<file path="config.mk">
export PLATFORM = sky130hd
export DESIGN_NAME = fvd_ctrl
export DESIGN_NICKNAME = d
export VERILOG_FILES = /design/src/hw/rtl/fvd_pkg.sv /design/src/hw/rtl/fvd_ctrl.sv
export VERILOG_INCLUDE_DIRS = /design/src /design/src/hw/rtl
export SDC_FILE = /design/constraint.sdc
export NUM_CORES = 1
export LEC_CHECK = 0
export BUFFER_PORTS_ARGS = -buffer_cell sky130_fd_sc_hd__clkbuf_2
export CAP_MARGIN = 20
export CORE_AREA = 2 2 39 41
export DETAILED_ROUTE_END_ITERATION = 12
export DIE_AREA = 0 0 41 43
export GPL_ROUTABILITY_DRIVEN = 0
export SLEW_MARGIN = 10
export SYNTH_ARGS = -nofsm -noshare
export SYNTH_HDL_FRONTEND = slang
export SYNTH_SLANG_ARGS = --single-unit
</file>
<file path="constraint.sdc">
create_clock -name clk_i -period 2.17 [get_ports clk_i]
set_input_delay 0.217 -clock clk_i [delete_from_list [all_inputs] [get_ports clk_i]]
set_output_delay 0.217 -clock clk_i [all_outputs]
set_load 0.01 [all_outputs]
</file>
<file path="src/hw/rtl/face_vertex_dedup_table_macros.svh">
`ifndef FACE_VERTEX_DEDUP_TABLE_MACROS_SVH
`define FACE_VERTEX_DEDUP_TABLE_MACROS_SVH

// Same-cycle implication, checked on every rising clock edge out of reset.
`define FVD_ASSERT_NOW(label, clk, rstn, ante, cons) \
  label: assert property (@(posedge clk) disable iff (!rstn) (ante) |-> (cons)) \
    else $error("fvd assertion failed");

// Next-cycle implication.
`define FVD_ASSERT_NEXT(label, clk, rstn, ante, cons) \
  label: assert property (@(posedge clk) disable iff (!rstn) (ante) |=> (cons)) \
    else $error("fvd assertion failed");

`endif

</file>
<file path="src/hw/rtl/fvd_pkg.sv">
package fvd_pkg;

  // Fixed field widths of the request and result ports
  localparam int unsigned MODE_W    = 3;
  localparam int unsigned FIELD_W   = 21;
  localparam int unsigned IDX_OUT_W = 20;
  localparam int unsigned VIDX_W    = 12;
  localparam int unsigned STATUS_W  = 2;

  // Request modes
  typedef enum logic [MODE_W-1:0] {
    MODE_POS    = 3'd0,
    MODE_TEX    = 3'd1,
    MODE_NRM    = 3'd2,
    MODE_CORNER = 3'd3,
    MODE_CLEAR  = 3'd4
  } mode_e;

  // Result status codes
  typedef enum logic [STATUS_W-1:0] {
    ST_OK    = 2'd0,
    ST_RANGE = 2'd1,
    ST_FULL  = 2'd2
  } status_e;

  // Kind of result the controller asks the datapath to emit
  typedef enum logic [1:0] {
    RES_RANGE = 2'd0,
    RES_HIT   = 2'd1,
    RES_NEW   = 2'd2,
    RES_FULL  = 2'd3
  } res_e;

  // Controller -> datapath commands
  typedef struct packed {
    logic load_item;
    logic bump_pos;
    logic bump_tex;
    logic bump_nrm;
    logic clear_counts;
    logic load_hash;
    logic ram_rd;
    logic probe_next;
    logic insert;
    logic clr_step;
    logic emit;
    res_e kind;
  } ctrl_cmd_t;

  // Datapath -> controller status
  typedef struct packed {
    logic range_ok;
    logic slot_valid;
    logic key_match;
    logic table_full;
    logic clr_last;
  } dp_stat_t;

endpackage

</file>
<file path="src/hw/rtl/fvd_ctrl.sv">
`include "face_vertex_dedup_table_macros.svh"

module fvd_ctrl (
  input  logic                           clk_i,
  input  logic                           rst_ni,
  input  logic                           start_i,
  input  logic [fvd_pkg::MODE_W-1:0]     mode_i,
  output logic                           busy_o,
  input  fvd_pkg::dp_stat_t              st_i,
  output fvd_pkg::ctrl_cmd_t             cmd_o
);

  typedef enum logic [4:0] {
    S_IDLE  = 5'b00001,
    S_HASH  = 5'b00010,
    S_READ  = 5'b00100,
    S_CMP   = 5'b01000,
    S_CLEAR = 5'b10000
  } state_e;

  state_e state_q, state_d;

  // Table sweep runs straight out of reset
  always_ff @(posedge clk_i or negedge rst_ni) begin
    if (!rst_ni) begin
      state_q <= S_CLEAR;
    end else begin
      state_q <= state_d;
    end
  end

  assign busy_o = (state_q != S_IDLE);

  // Next state and command decode
  always_comb begin
    state_d = state_q;
    cmd_o   = '0;
    case (state_q)
      S_IDLE: begin
        if (start_i) begin
          case (mode_i)
            fvd_pkg::MODE_POS: cmd_o.bump_pos = 1'b1;
            fvd_pkg::MODE_TEX: cmd_o.bump_tex = 1'b1;
            fvd_pkg::MODE_NRM: cmd_o.bump_nrm = 1'b1;
            fvd_pkg::MODE_CORNER: begin
              cmd_o.load_item = 1'b1;
              state_d         = S_HASH;
            end
            fvd_pkg::MODE_CLEAR: begin
              cmd_o.clear_counts = 1'b1;
              state_d            = S_CLEAR;
            end
            default: ;
          endcase
        end
      end
      S_HASH: begin
        if (!st_i.range_ok) begin
          cmd_o.emit = 1'b1;
          cmd_o.kind = fvd_pkg::RES_RANGE;
          state_d    = S_IDLE;
        end else begin
          cmd_o.load_hash = 1'b1;
          state_d         = S_READ;
        end
      end
      S_READ: begin
        cmd_o.ram_rd = 1'b1;
        state_d      = S_CMP;
      end
      S_CMP: begin
        if (st_i.slot_valid && st_i.key_match) begin
          cmd_o.emit = 1'b1;
          cmd_o.kind = fvd_pkg::RES_HIT;
          state_d    = S_IDLE;
        end else if (st_i.slot_valid) begin
          // occupied by another key: linear probe
          cmd_o.probe_next = 1'b1;
          state_d          = S_READ;
        end else if (st_i.table_full) begin
          cmd_o.emit = 1'b1;
          cmd_o.kind = fvd_pkg::RES_FULL;
          state_d    = S_IDLE;
        end else begin
          cmd_o.insert = 1'b1;
          cmd_o.emit   = 1'b1;
          cmd_o.kind   = fvd_pkg::RES_NEW;
          state_d      = S_IDLE;
        end
      end
      S_CLEAR: begin
        cmd_o.clr_step = 1'b1;
        if (st_i.clr_last) begin
          state_d = S_IDLE;
        end
      end
      default: state_d = S_IDLE;
    endcase
  end

  `FVD_ASSERT_NOW(a_emit_state, clk_i, rst_ni, cmd_o.emit, state_q == S_HASH || state_q == S_CMP)
  `FVD_ASSERT_NOW(a_insert_room, clk_i, rst_ni, cmd_o.insert, !st_i.table_full && !st_i.slot_valid)
  `FVD_ASSERT_NEXT(a_corner_hash, clk_i, rst_ni, state_q == S_IDLE && start_i && mode_i == fvd_pkg::MODE_CORNER, state_q == S_HASH)
  `FVD_ASSERT_NEXT(a_clear_sweep, clk_i, rst_ni, state_q == S_CLEAR && !st_i.clr_last, state_q == S_CLEAR)

endmodule

</file>
### After elaboration in Yosys (flattened, before gate mapping)

Cells that the tools add are included.

| word-level totals | value |
|---|---|
| bits of input ports | 11 |
| output and inout port bits | 14 |
| word-level logic and storage cells | 45 |
| register bits | 5 |

| operators by class | value |
|---|---|
| muxes and demuxes | 28 |
| reduce and logical (&&, ||, !) cells | 3 |
| equality and inequality tests | 13 |

Operators with widths:

| operator | number |
|---|---|
| $pmux W5 S5 | 1 |
| $mux W5 | 4 |
| $mux W3 | 6 |
| $mux W1 | 13 |
| $pmux W5 S2 | 1 |
| $eq A3 B2 Y1 const B | 2 |
| $pmux W3 S2 | 1 |
| $eq A5 B1 Y1 const B | 1 |
| $eq A5 B2 Y1 const B | 1 |
| $eq A5 B3 Y1 const B | 1 |
| $eq A5 B4 Y1 const B | 1 |
| $eq A5 B5 Y1 const B | 1 |
| $ne A5 B1 Y1 const B | 1 |
| $mux W2 | 2 |
| $ne A2 B2 Y1 const B | 2 |
| $eq A3 B1 Y1 const B | 1 |
| $eq A3 B3 Y1 const B | 1 |
| $logic_not A3 Y1 | 1 |
| $ne A3 B1 Y1 const B | 1 |
| $reduce_and A3 Y1 | 1 |
| $logic_and A1 B1 Y1 | 1 |

### Logic depth before layout (Yosys ltp)

Gate-level depths: netlist (run 1).

| depth | value |
|---|---|
| depth after elaboration | 4 |
| depth in mapped cells | 5 |
| depth with buffers taken out | 4 |

### Least setup slack after synthesis (run 1)

No wires, ideal clock.

| path | value |
|---|---|
| path kind | flip-flop to output port |
| start | register state_q[1] |
| end | output port cmd_o[10] in the netlist's numbering |
| arrival | 1.221 ns |
| required time | 1.953 ns |
| stages on the path, launching flop included | 5 |
| path slack | 0.732 ns |
| buffers on the path | 1 |
| cell sequence | dfrtp_1 > buf_6 > nor2_4 > nand4_4 > nor4b_1 |

RTL lines:

| what | RTL line | text |
|---|---|---|
| start: declaration | fvd_ctrl.sv:21 | `state_e state_q, state_d;` |
| start signal: assignment | fvd_ctrl.sv:28 | `state_q <= state_d;` |
| end: declaration | fvd_ctrl.sv:10 | `output fvd_pkg::ctrl_cmd_t cmd_o` |

==> results of run 1 <==
==> synth_stat cells (all sizes together), types with 2 or more instances <==
cell,instances
dfrtp,4
and3b,3
inv,2
nor4bb,2
nor4b,2
nand3,2
nor4,2
nor3,2
nor2,9
==> layout make-up <==
type	instances	area (µm²)	share of cell area [%]
Multi-Input combinational cell	38	287	48.0
Sequential cell	5	126	21.2
Clock buffer	4	26.3	4.40
Timing Repair Buffer	25	130	21.8
Inverter	2	7.51	1.26
Tap cell	16	20.0	3.35
==> kinds of logic (layout without fill, tap and decap cells) <==
family / count (synthesis) / in the layout / synth area share, %
AND/OR/NAND/NOR: 29 / 29 / 51.3
AO/OA/AOI/OAI: 7 / 7 / 10.7
buffers and inverters: 3 / 31 / 4.35
flip-flops: 5 / 5 / 29.3
XOR/XNOR: 1 / 1 / 2.03
multiplexers: 1 / 1 / 2.32
==> repair_timing <==
item / 4_1_cts / 5_1_grt
setup buffers: 0 / 0
hold buffers: 1 / 0
hold endpoints to repair: 5 / 0
setup endpoints to repair: 0 / 0
==> per-layer routing <==
metal | GRT usage [%] | vias up | share of wire [%]
met5 | 0 | - | 0
met4 | 6.00 | 0 | 0
met3 | 4.71 | 0 | 9.2
met2 | 20.6 | 25 | 51
met1 | 13.0 | 206 | 40
li1 | - | 231 | -
==> worst register-to-register path, stage by stage (launching register included) <==
cell and delay [ns]:
dfrtp_1 0.47, nor2_4 0.20, nand4_4 0.16, o21a_1 0.22, o22a_1 0.17
==> power by group through the flow <==
stage               combinational, mW  sequential, mW  clock [mW]
global route                   0.0540           0.102       0.115
floorplan                      0.0265           0.101           0
finish                         0.0491           0.102       0.105
global placement               0.0473           0.103           0
detailed placement             0.0482           0.103           0
CTS                            0.0500           0.102       0.110
==> worst max path at each step <==
stage,endpoint,from,slack (ns),cells after the start
after global routing,cmd_o[10],state_q[2],0.31,4
after detailed placement,cmd_o[12],state_q[2],0.66,4
final,cmd_o[12],state_q[2],0.43,4
after global placement,cmd_o[10],state_q[2],0.68,4
after CTS,cmd_o[12],state_q[2],0.39,4
after floorplan,cmd_o[10],state_q[1],0.73,4
==> impl_results.md, run 1 <==
- Outcome: complete, no violations
- Yosys top cell area share: between 20 and 25%
- Hold path depth: 2
- Fmax: roughly 570 MHz
- Final ANT Viol Nets: 0
- Commonest non-fill, non-tap cell in the layout: clkbuf_2
- Crit-path slowest cell: dfrtp_1
- Max FFs per register: 5
- Leak pwr: roughly 0.30 nW
- Reg power frac: a little under 40%
- Crit end category: primary output
- CTS buffer count: 3
- Core area: approximately 0.0014 mm²
- Initial cell density of the core: a little under a third
- Die height: 43 µm
- Final setup margin: approximately 0.43 ns
- Worst-margin pin slew: 0.288 ns
- Flop2flop setup slack: roughly 0.82 ns
- Total wire length: 1020 µm
- DRT iter0 DRCs: 0
- Hold_sp: st_i[0]
- Avg Synthesized Cell Area: 9.38 µm²
- First-pass GRT wire length: 1480 µm
- Fraction of layout cells with a size suffix above 1: between 40% and 50%
- Synthesized netlist cell count: 46
- I/O pin count: 25
- Num Clock Sinks: 5
- Fin area: approximately 600 µm²
- Nets@finish: 86
- Synth Warn #: 0
- WHS: between 0.15 and 0.2 ns
- Root Driver: clkbuf_4
- Worst-path maximum fanout: 8
- Power share of the clock group: approximately two fifths
- Dpl hpwl: 827 µm
- Post-Layout Cell Count: 90
- Reg2reg start: state_q[2]
- Vias: roughly 460
- Max VDD drop: ~0.34 mV
- Max-cap viol count: 0
- Post-Syn Area: ~430 µm²
- Crit path cell chain: nor2_4, nand4_4, nor4bb_1, clkbuf_2
- CTS tree: yes
- Final setup violation count: 0
- Power Total: 256 µW
- Crit-path leading delay family: simple AND/OR/NAND/NOR gates
- PostCTS Resize Cnt: 0
- Crit path kind: reg -> out
- RR Endpoint: state_q[0]
- Regs by FF count: state_q (5)
- Hold crit path type: in -> reg
- Die area: about 0.0018 mm²
- Tcrit/Tclk final: between 80% and 90%
- Top_reg_cell synth: dfrtp_1
- Post-Route Setup TNS: 0 ns
- Seq/Total Area, Yosys: 29.3%
- Main area contributors after synthesis: dfrtp_1 (23%), dfstp_2 (6.1%), nor2_1 (6.1%), nor2_4 (5.2%), nand4_4 (4.9%)
- Vias in the first global route: 387
- Row count: 14
- Bufs and invs on worst path: 1
- Htree depth: 1
- DP Area: between 500 and 600 µm²
- CP max stage delay: about 0.47 ns
- Total GRT Usage: between 10% and 20%
- Worst Path Required: roughly 2.0 ns
- Slew margin rel.: between 80% and 90%
- Type of origin of the critical path: flip-flop
- DR DRC count: 0
- Net Sw Frac: about a quarter
- Reg clk slew, reported paths: 0.04 ns
- Total grt overflow: 0
- Antenna violations before repair: 0
- Fin util: between 40% and 50%
- Largest Register: state_q
- Power Internal: around 190 µW
- Synth cell types: 31
- Layout Area Growth over Synthesis: 38.3%
- Post-synth EDFFs: 0
- Clock latency on the worst-skew pair: ~0.24 ns
- IO buf count: 24
- Most frequent cells in the layout: clkbuf_2 (24), nor2_1 (7), dfrtp_1 (4)
- Hold EP: state_q[4]
- Max Buffers Root-to-Sink: 2
- Synth area leader: dfrtp_1
- RSZ-0062 raised after global routing: false
- Comb pwr share: approximately a fifth
- PwrDens: ~430 mW/mm²
- CP Data Arrival Time: 1.53 ns
- Net count after synthesis: 57
- First-pass iteration count of the detailed router: 1
- Post-Place Setup Slack: roughly 0.66 ns
- Hold Fails Final Rpt: 0
- Avg WL per Cell: about 11 µm
- Placed instance count: 85
- Diodes inserted: 0
- Die width: roughly 41 µm
- Switching power: about 67 µW
- Largest net degree at the start of global routing: 9
- DR vias/cell: around 5.1
- Async S/R FF share, synth: 100%
- Final-report max-slew violation count: 0
- Worst-case reg-to-reg path depth: 4
- Tmin final: around 1.7 ns
- Worst Clk Skew: approximately 0.0017 ns
- Filler cell count: between 100 and 150
- FF+latch count, synth: 5
No activity file was read; power rests on OpenSTA's default activity.
==> inputs of run 2 (changes only) <==
--- a/config.mk
+++ b/config.mk
@@ -6,6 +6,7 @@
 export SDC_FILE = /design/constraint.sdc
 export NUM_CORES = 1
 export LEC_CHECK = 0
+export ABC_AREA = 1
 export BUFFER_PORTS_ARGS = -buffer_cell sky130_fd_sc_hd__clkbuf_2
 export CAP_MARGIN = 20
 export CORE_AREA = 2 2 39 41
==> constraint.sdc (replaced) <==
create_clock -name clk_i -period 1.7 [get_ports clk_i]
set_input_delay 0.17 -clock clk_i [delete_from_list [all_inputs] [get_ports clk_i]]
set_output_delay 0.17 -clock clk_i [all_outputs]
set_load 0.01 [all_outputs]
==> run 2 against run 1 <==
  * Cell count grew 29%
  * Clock skew increased by 0.0014 ns
  * Largest cell class unchanged
  * Wire length increased by 7.8%
  * Utilization grew 3.9 points
  * Critical path depth is 2 higher
  * Sequential share of layout area fell by 1.8 points
  * Sequential power up 59%
  * Synthesized cell count grew 52%
  * Flip-flop and latch count did not move
  * Die area unchanged
==> impl_results.md, run 2 <==
- Power Total: 592 µW (+130%)
- Dpl hpwl: 885 µm (+6.9%)
- Synthesized netlist cell count: 70 (+52%)
- Worst Clk Skew: 0.00310 ns (+0.00141 ns)
- Antenna violations before repair: 0 (unchanged)
- Num Clock Sinks: 5 (unchanged)
- Max Buffers Root-to-Sink: 2 (unchanged)
- Post-Route Setup TNS: 0 ns (unchanged)
- CP max stage delay: 0.41 ns (-0.06 ns)
- Crit path cell chain: nor2_4, inv_2, nor2_8, nand2_2, nor4_2, clkbuf_2
- I/O pin count: 25 (unchanged)
- Clock latency on the worst-skew pair: 0.24 ns (about the same)
- Slew margin rel.: 85.1% (+4.4 points)
- Synth area leader: dfrtp_1
- Largest Register: state_q
- Seq/Total Area, Yosys: 27.4% (-1.9 points)
- XOR/XNOR Fraction of Synth Area: 0% (-2.0 points)
- Row count: 14 (unchanged)
- IO buf count: 24 (unchanged)
- CTS tree: yes
- Fraction of layout cells with a size suffix above 1: 46.0% (-2.6 points)
- Tcrit/Tclk final: approximately 93%
- Synth Warn #: 0 (unchanged)
- Final ANT Viol Nets: 0 (unchanged)
- Hold crit path type: in -> reg
- Synth cell count leaders: nor2_1 (14), nand2_1 (12), inv_1 (9)
- Most frequent cells in the layout: clkbuf_2 (24), nor2_1 (14), nand2_1 (12)
- Initial cell density of the core: 33.4% (+2.2 points)
- Main area contributors after synthesis: dfrtp_1 (22%), nor2_1 (11%), nand2_1 (9.8%), inv_1 (7.3%), dfstp_2 (5.7%)
- PwrDens: 910 mW/mm² (+110%)
- Crit path kind: reg -> out
- RSZ-0062 raised after global routing: false
- Max VDD drop: 0.615 mV (+81%)
- Final setup violation count: 0 (unchanged)
- Avg Synthesized Cell Area: 6.60 µm² (-30%)
- Vias: 531 (+15%)
- Worst-margin pin slew: 0.224 ns (-0.0638 ns)
- CP Data Arrival Time: 1.42 ns (-0.11 ns)
- Root Driver: clkbuf_4
- First-pass GRT wire length: 1680 µm (+13%)
- Multiplexer share of the synthesized area: 0% (-2.3 points)
- DR vias/cell: 4.58 (-11%)
- Max-cap viol count: 0 (unchanged)
- Fmax: approximately 630 MHz
- Crit-path slowest cell: dfrtp_1
- Post-Layout Cell Count: 116 (+29%)
- Filler cell count: 146 (-2.0%)
- Net count after synthesis: 81 (+42%)
- Top_reg_cell synth: dfrtp_1
- First-pass iteration count of the detailed router: 2 (+1)
- Total grt overflow: 0 (unchanged)
- Crit end category: primary output
- Post-synthesis compound-gate area fraction: 2.44% (-8.3 points)
- Synth cell types: 18 (-42%)
- Post-Synth Adder-Cell Area: 0% (unchanged)
- Type of origin of the critical path: flip-flop
- Hold Fails Final Rpt: 0 (unchanged)
- Worst-path maximum fanout: 5 (-3)
- Reg clk slew, reported paths: 0.04 ns (about the same)
- Regs by FF count: state_q (5)
- Worst Path Required: 1.53 ns (-0.42 ns)
- Yosys top cell area share: 21.7% (-1.5 points)
- Fin util: 47.0% (+3.9 points)
- FF+latch count, synth: 5 (unchanged)
- Core area: 0.00138 mm² (unchanged)
- Die area: 0.00176 mm² (unchanged)
- Largest net degree at the start of global routing: 8 (-1)
- Max FFs per register: 5 (unchanged)
- Nets@finish: 112 (+30%)
- Commonest non-fill, non-tap cell in the layout: clkbuf_2
- Post-Place Setup Slack: 0.274 ns (-0.387 ns)
- Final setup margin: 0.113 ns (-0.315 ns)
- DR DRC count: 0 (unchanged)
- Largest family of logic cells by synthesized area: simple AND/OR/NAND/NOR gates
- Total wire length: 1100 µm (+7.8%)
- Post-Syn Area: 462 µm² (+7.0%)
- DRT iter0 DRCs: 2 (+2)
- Vias in the first global route: 441 (+14%)
- Final-report max-slew violation count: 0 (unchanged)
- Most frequent cell after synthesis: nor2_1
- Total GRT Usage: 14.6% (+2.2 points)
- Leak pwr: 0.367 nW (+24%)
- Diodes inserted: 0 (unchanged)
- Post-synth EDFFs: 0 (unchanged)
- Layout Area Growth over Synthesis: 40.9%
- Die height: 43 µm (unchanged)
- Outcome: complete, no violations
- CTS buffer count: 3 (unchanged)
- Die width: 41 µm (unchanged)
- Avg WL per Cell: 9.44 µm (-16%)
- Htree depth: 1 (unchanged)
- Async S/R FF share, synth: 100% (unchanged)
- Tmin final: ~1.6 ns
- Synth Area in Simple Gates: 58.8% (+7.5 points)
- Placed instance count: 110 (+29%)
==> run 2: cell types whose count changed in the layout (fill, tap and decap cells not counted), moves of 3 or more <==
cell | before | now
nand2_1 | 1 | 12
inv_1 | 2 | 9
nor2_1 | 7 | 14
inv_2 | 0 | 5
nand4_1 | 0 | 4
nor2_2 | 0 | 3
==> run 2: kinds of logic after synthesis <==
family	after synthesis
flip-flops	5
AO/OA/AOI/OAI	2
buffers and inverters	14
AND/OR/NAND/NOR	49
==> run 2: layout make-up <==
type / instances / area [µm²] / share of cell area, %
multi-input combinational: 51 / 288 / 44.2
inverter: 14 / 52.6 / 8.08
timing repair buffer: 26 / 138 / 21.2
sequential: 5 / 126 / 19.4
clock buffer: 4 / 26.3 / 4.04
tap: 16 / 20.0 / 3.08
==> run 2: timing repair <==
item / in CTS / in global routing
hold buffers: 1 / 0
gates resized for setup: 1 / 0
endpoints found under the hold margin: 5 / 0
buffers inserted: 0 / 1
endpoints found under the setup margin: 1 / 2
pin swaps: 0 / 1
==> run 2: power breakdown <==
group          total (mW)  switching (mW)  internal, mW
Clock               0.138          0.0488        0.0887
Sequential          0.162          0.0248         0.137
Combinational       0.292           0.186         0.106
==> run 2: routing by layer <==
layer | vias to the layer above | GRT usage, % | routed length [µm]
met2 | 26 | 23.4 | 507
met1 | 220 | 14.8 | 458
met5 | - | 0 | 0
met4 | 0 | 8.00 | 8
li1 | 283 | - | -
met3 | 2 | 6.81 | 121
==> run 2: critical path, delay by kind of cell, from the launching register on <==
kind / cells / cell delay (ns)
flops: 1 / 0.41
simple gates: 4 / 0.51
buf+inv: 2 / 0.24
==> run 2: final timing paths <==
| kind | depth (start not counted) | start | slack, ns | to |
|---|---|---|---|---|
| max | 6 | state_q[3] | 0.11 | cmd_o[9] |
| min | 3 | start_i | 0.21 | state_q[4] |
| max reg2reg | 7 | state_q[0] | 0.39 | state_q[0] |
| min reg2reg | 3 | state_q[1] | 0.59 | state_q[3] |
| max in group asynchronous | 2 | rst_ni | 1.21 | state_q[4] |
| min in group asynchronous | 2 | rst_ni | 0.27 | state_q[3] |
==> run 2: per-stage QoR <==
stage	instance area [µm²]	hold slack [ns]
2_1_floorplan	462	-0.126
3_3_place_gp	602	-0.0122
3_5_place_dp	602	-0.0125
4_1_cts	643	0.209
5_1_grt	651	0.220
6_report	651	0.209
==> inputs of run 3 (changes only) <==
--- a/config.mk
+++ b/config.mk
@@ -7,11 +7,11 @@
 export NUM_CORES = 1
 export LEC_CHECK = 0
 export ABC_AREA = 1
-export BUFFER_PORTS_ARGS = -buffer_cell sky130_fd_sc_hd__clkbuf_2
 export CAP_MARGIN = 20
 export CORE_AREA = 2 2 39 41
 export DETAILED_ROUTE_END_ITERATION = 12
 export DIE_AREA = 0 0 41 43
+export DONT_BUFFER_PORTS = 1
 export GPL_ROUTABILITY_DRIVEN = 0
 export SLEW_MARGIN = 10
 export SYNTH_ARGS = -nofsm -noshare
==> run 3 against run 2 <==
  * Register-to-register slack lost 0.02 ns
  * Maximum frequency is 0.94% higher
  * Worst setup slack improved by 0.015 ns
  * Cell count decreased by 22%
  * First-iteration DRC count increased to 3.0 times the previous value
  * Sequential power hardly changed
  * Global-route usage is 1.3 points lower
  * Sequential share of layout area rose by 3.9 points
  * Total power shrank 4.7%
==> impl_results.md, run 3 (synthesized netlist as in run 2, its figures left out) <==
- Outcome: complete, no violations
- Filler cell count: 155 (+6.2%)
- Layout Area Growth over Synthesis: 17.3%
- Tmin final: 1.57 ns (-0.0148 ns)
- CP max stage delay: 0.42 ns (about the same)
- Nets@finish: 87 (-22%)
- Max FFs per register: 5 (unchanged)
- CP Data Arrival Time: 1.40 ns (-0.02 ns)
- Power share of the clock group: 24.0% (+0.8 points)
- RSZ-0062 raised after global routing: false
- First-pass iteration count of the detailed router: 4 (+2)
- Diodes inserted: 0 (unchanged)
- Clock latency on the worst-skew pair: 0.24 ns (about the same)
- Post-Route Setup TNS: 0 ns (unchanged)
- Slew margin rel.: 74.7% (-10 points)
- Final setup margin: 0.128 ns (+0.0148 ns)
- Max Buffers Root-to-Sink: 2 (unchanged)
- Register area: 126 µm² (unchanged)
- Avg WL per Cell: 11.0 µm (+17%)
- Dpl hpwl: 845 µm (-4.5%)
- Bufs and invs on worst path: 1 (-1)
- PwrDens: 1040 mW/mm² (+15%)
- Vias: 463 (-13%)
- Power Total: 564 µW (-4.7%)
- Row count: 14 (unchanged)
- Net Sw Frac: 45.5% (+1.6 points)
- Post-Place Setup Slack: 0.272 ns (-0.00236 ns)
- Die height: 43 µm (unchanged)
- Crit path cell chain: nor2_4, inv_2, nor2_8, nand2_2, nor4_4
- Worst-margin pin slew: 0.377 ns (+0.153 ns)
- DR vias/cell: 5.09 (+11%)
- Core area: 0.00138 mm² (unchanged)
- CTS tree: yes
- Hold crit path type: in -> reg
- Crit-path slowest cell: dfrtp_1
- Root Driver: clkbuf_4
- Die width: 41 µm (unchanged)
- Reg power frac: 28.4% (+1.0 points)
- Crit-path leading delay family: simple AND/OR/NAND/NOR gates
- Largest Register: state_q
- Tcrit/Tclk final: 92.5% (-0.87 points)
- Total GRT Usage: 13.3% (-1.3 points)
- Leak pwr: 0.264 nW (-28%)
- Switching power: 257 µW (-1.1%)
- IO buf count: 0 (-100%)
- Reg clk slew, reported paths: 0.05 ns (about the same)
- Fmax: 636 MHz (+0.94%)
- Hold Fails Final Rpt: 0 (unchanged)
- Worst-path maximum fanout: 5 (unchanged)
- Final ANT Viol Nets: 0 (unchanged)
- Final-report max-slew violation count: 0 (unchanged)
- Num Clock Sinks: 5 (unchanged)
- Worst Path Required: 1.53 ns (about the same)
- Total wire length: 1000 µm (-8.3%)
- I/O pin count: 25 (unchanged)
- Crit path kind: reg -> out
- Power Internal: 307 µW (-7.4%)
- Fraction of layout cells with a size suffix above 1: 29.3% (-17 points)
- Worst Clk Skew: 0.00481 ns (+0.00171 ns)
- CTS buffer count: 3 (unchanged)
- Type of origin of the critical path: flip-flop
- First-pass GRT wire length: 1500 µm (-10%)
- DRT iter0 DRCs: 6 (+4)
- Htree depth: 1 (unchanged)
- DR DRC count: 0 (unchanged)
- Regs by FF count: state_q (5)
- Max-cap viol count: 0 (unchanged)
- Largest net degree at the start of global routing: 8 (unchanged)
- Multi-input logic area: 305 µm² (+6.1%)
- Die area: 0.00176 mm² (unchanged)
- Crit end category: primary output
- Commonest non-fill, non-tap cell in the layout: nor2_1
- Total grt overflow: 0 (unchanged)
- Vias in the first global route: 438 (-0.68%)
- Initial cell density of the core: 33.4% (unchanged)
- Max VDD drop: 0.429 mV (-30%)
- Antenna violations before repair: 0 (unchanged)
- Comb pwr share: 47.6% (-1.8 points)
- Final setup violation count: 0 (unchanged)
- Most frequent cells in the layout: nor2_1 (14), nand2_1 (12), inv_1 (9)
-- run 3: cell types whose count changed in the layout (fill, tap and decap cells not counted), sizes merged --
cell / before / now
clkbuf: 28 / 3
buf: 1 / 0
clkinv: 0 / 1
-- run 3: power groups by stage --
stage                     clock network, mW  registers (mW)  logic, mW
after detailed placement                  0           0.162      0.256
after CTS                             0.141           0.161      0.266
after global placement                    0           0.160      0.255
after global routing                  0.150           0.164      0.305
after floorplan                           0           0.158      0.222
final                                 0.135           0.160      0.269
-- run 3: final cells by class --
class	count	share of cell area, %
Multi-Input combinational cell	51	56.4
Clock inverter	1	0.924
Sequential cell	5	23.3
Inverter	14	9.70
Timing Repair Buffer	1	1.85
Clock buffer	3	4.16
Tap cell	16	3.70
-- run 3: per-layer routing --
metal | wire length, µm | vias up | track usage, %
met2 | 471 | 25 | 23.1
met4 | 19 | 0 | 12.0
met1 | 425 | 203 | 12.1
met3 | 87 | 2 | 1.57
li1 | - | 233 | -
met5 | 0 | - | 0
-- run 3: final timing paths --
| path | from | end | slack [ns] | depth (start not counted) |
|---|---|---|---|---|
| min in group asynchronous | rst_ni | state_q[1] | 0.22 | 1 |
| hold / removal | mode_i[2] | state_q[4] | 0.1 | 2 |
| setup / recovery | state_q[2] | cmd_o[9] | 0.13 | 5 |
| max in group asynchronous | rst_ni | state_q[4] | 1.22 | 1 |
| hold reg to reg | state_q[4] | state_q[4] | 0.59 | 2 |
| setup reg to reg | state_q[0] | state_q[0] | 0.37 | 8 |
-- run 3: timing repair --
item | 4_1_cts | 5_1_grt
resized for setup | 1 | 2
setup buffers | 0 | 0
endpoints found under the hold margin | 5 | 0
endpoints found under the setup margin | 1 | 4
hold buffers | 1 | 0
pin swaps | 0 | 0
-- run 3: stage by stage --
stage | std cells | hold WS, ns | utilization, % | area, µm²
floorplan | 70 | -0.126 | - | 462
global placement | 86 | -0.125 | 34.8 | 482
detailed placement | 86 | -0.125 | 34.8 | 482
CTS | 91 | 0.101 | 38.2 | 528
global route | 91 | 0.134 | 39.2 | 542
finish | 91 | 0.0986 | 39.2 | 542
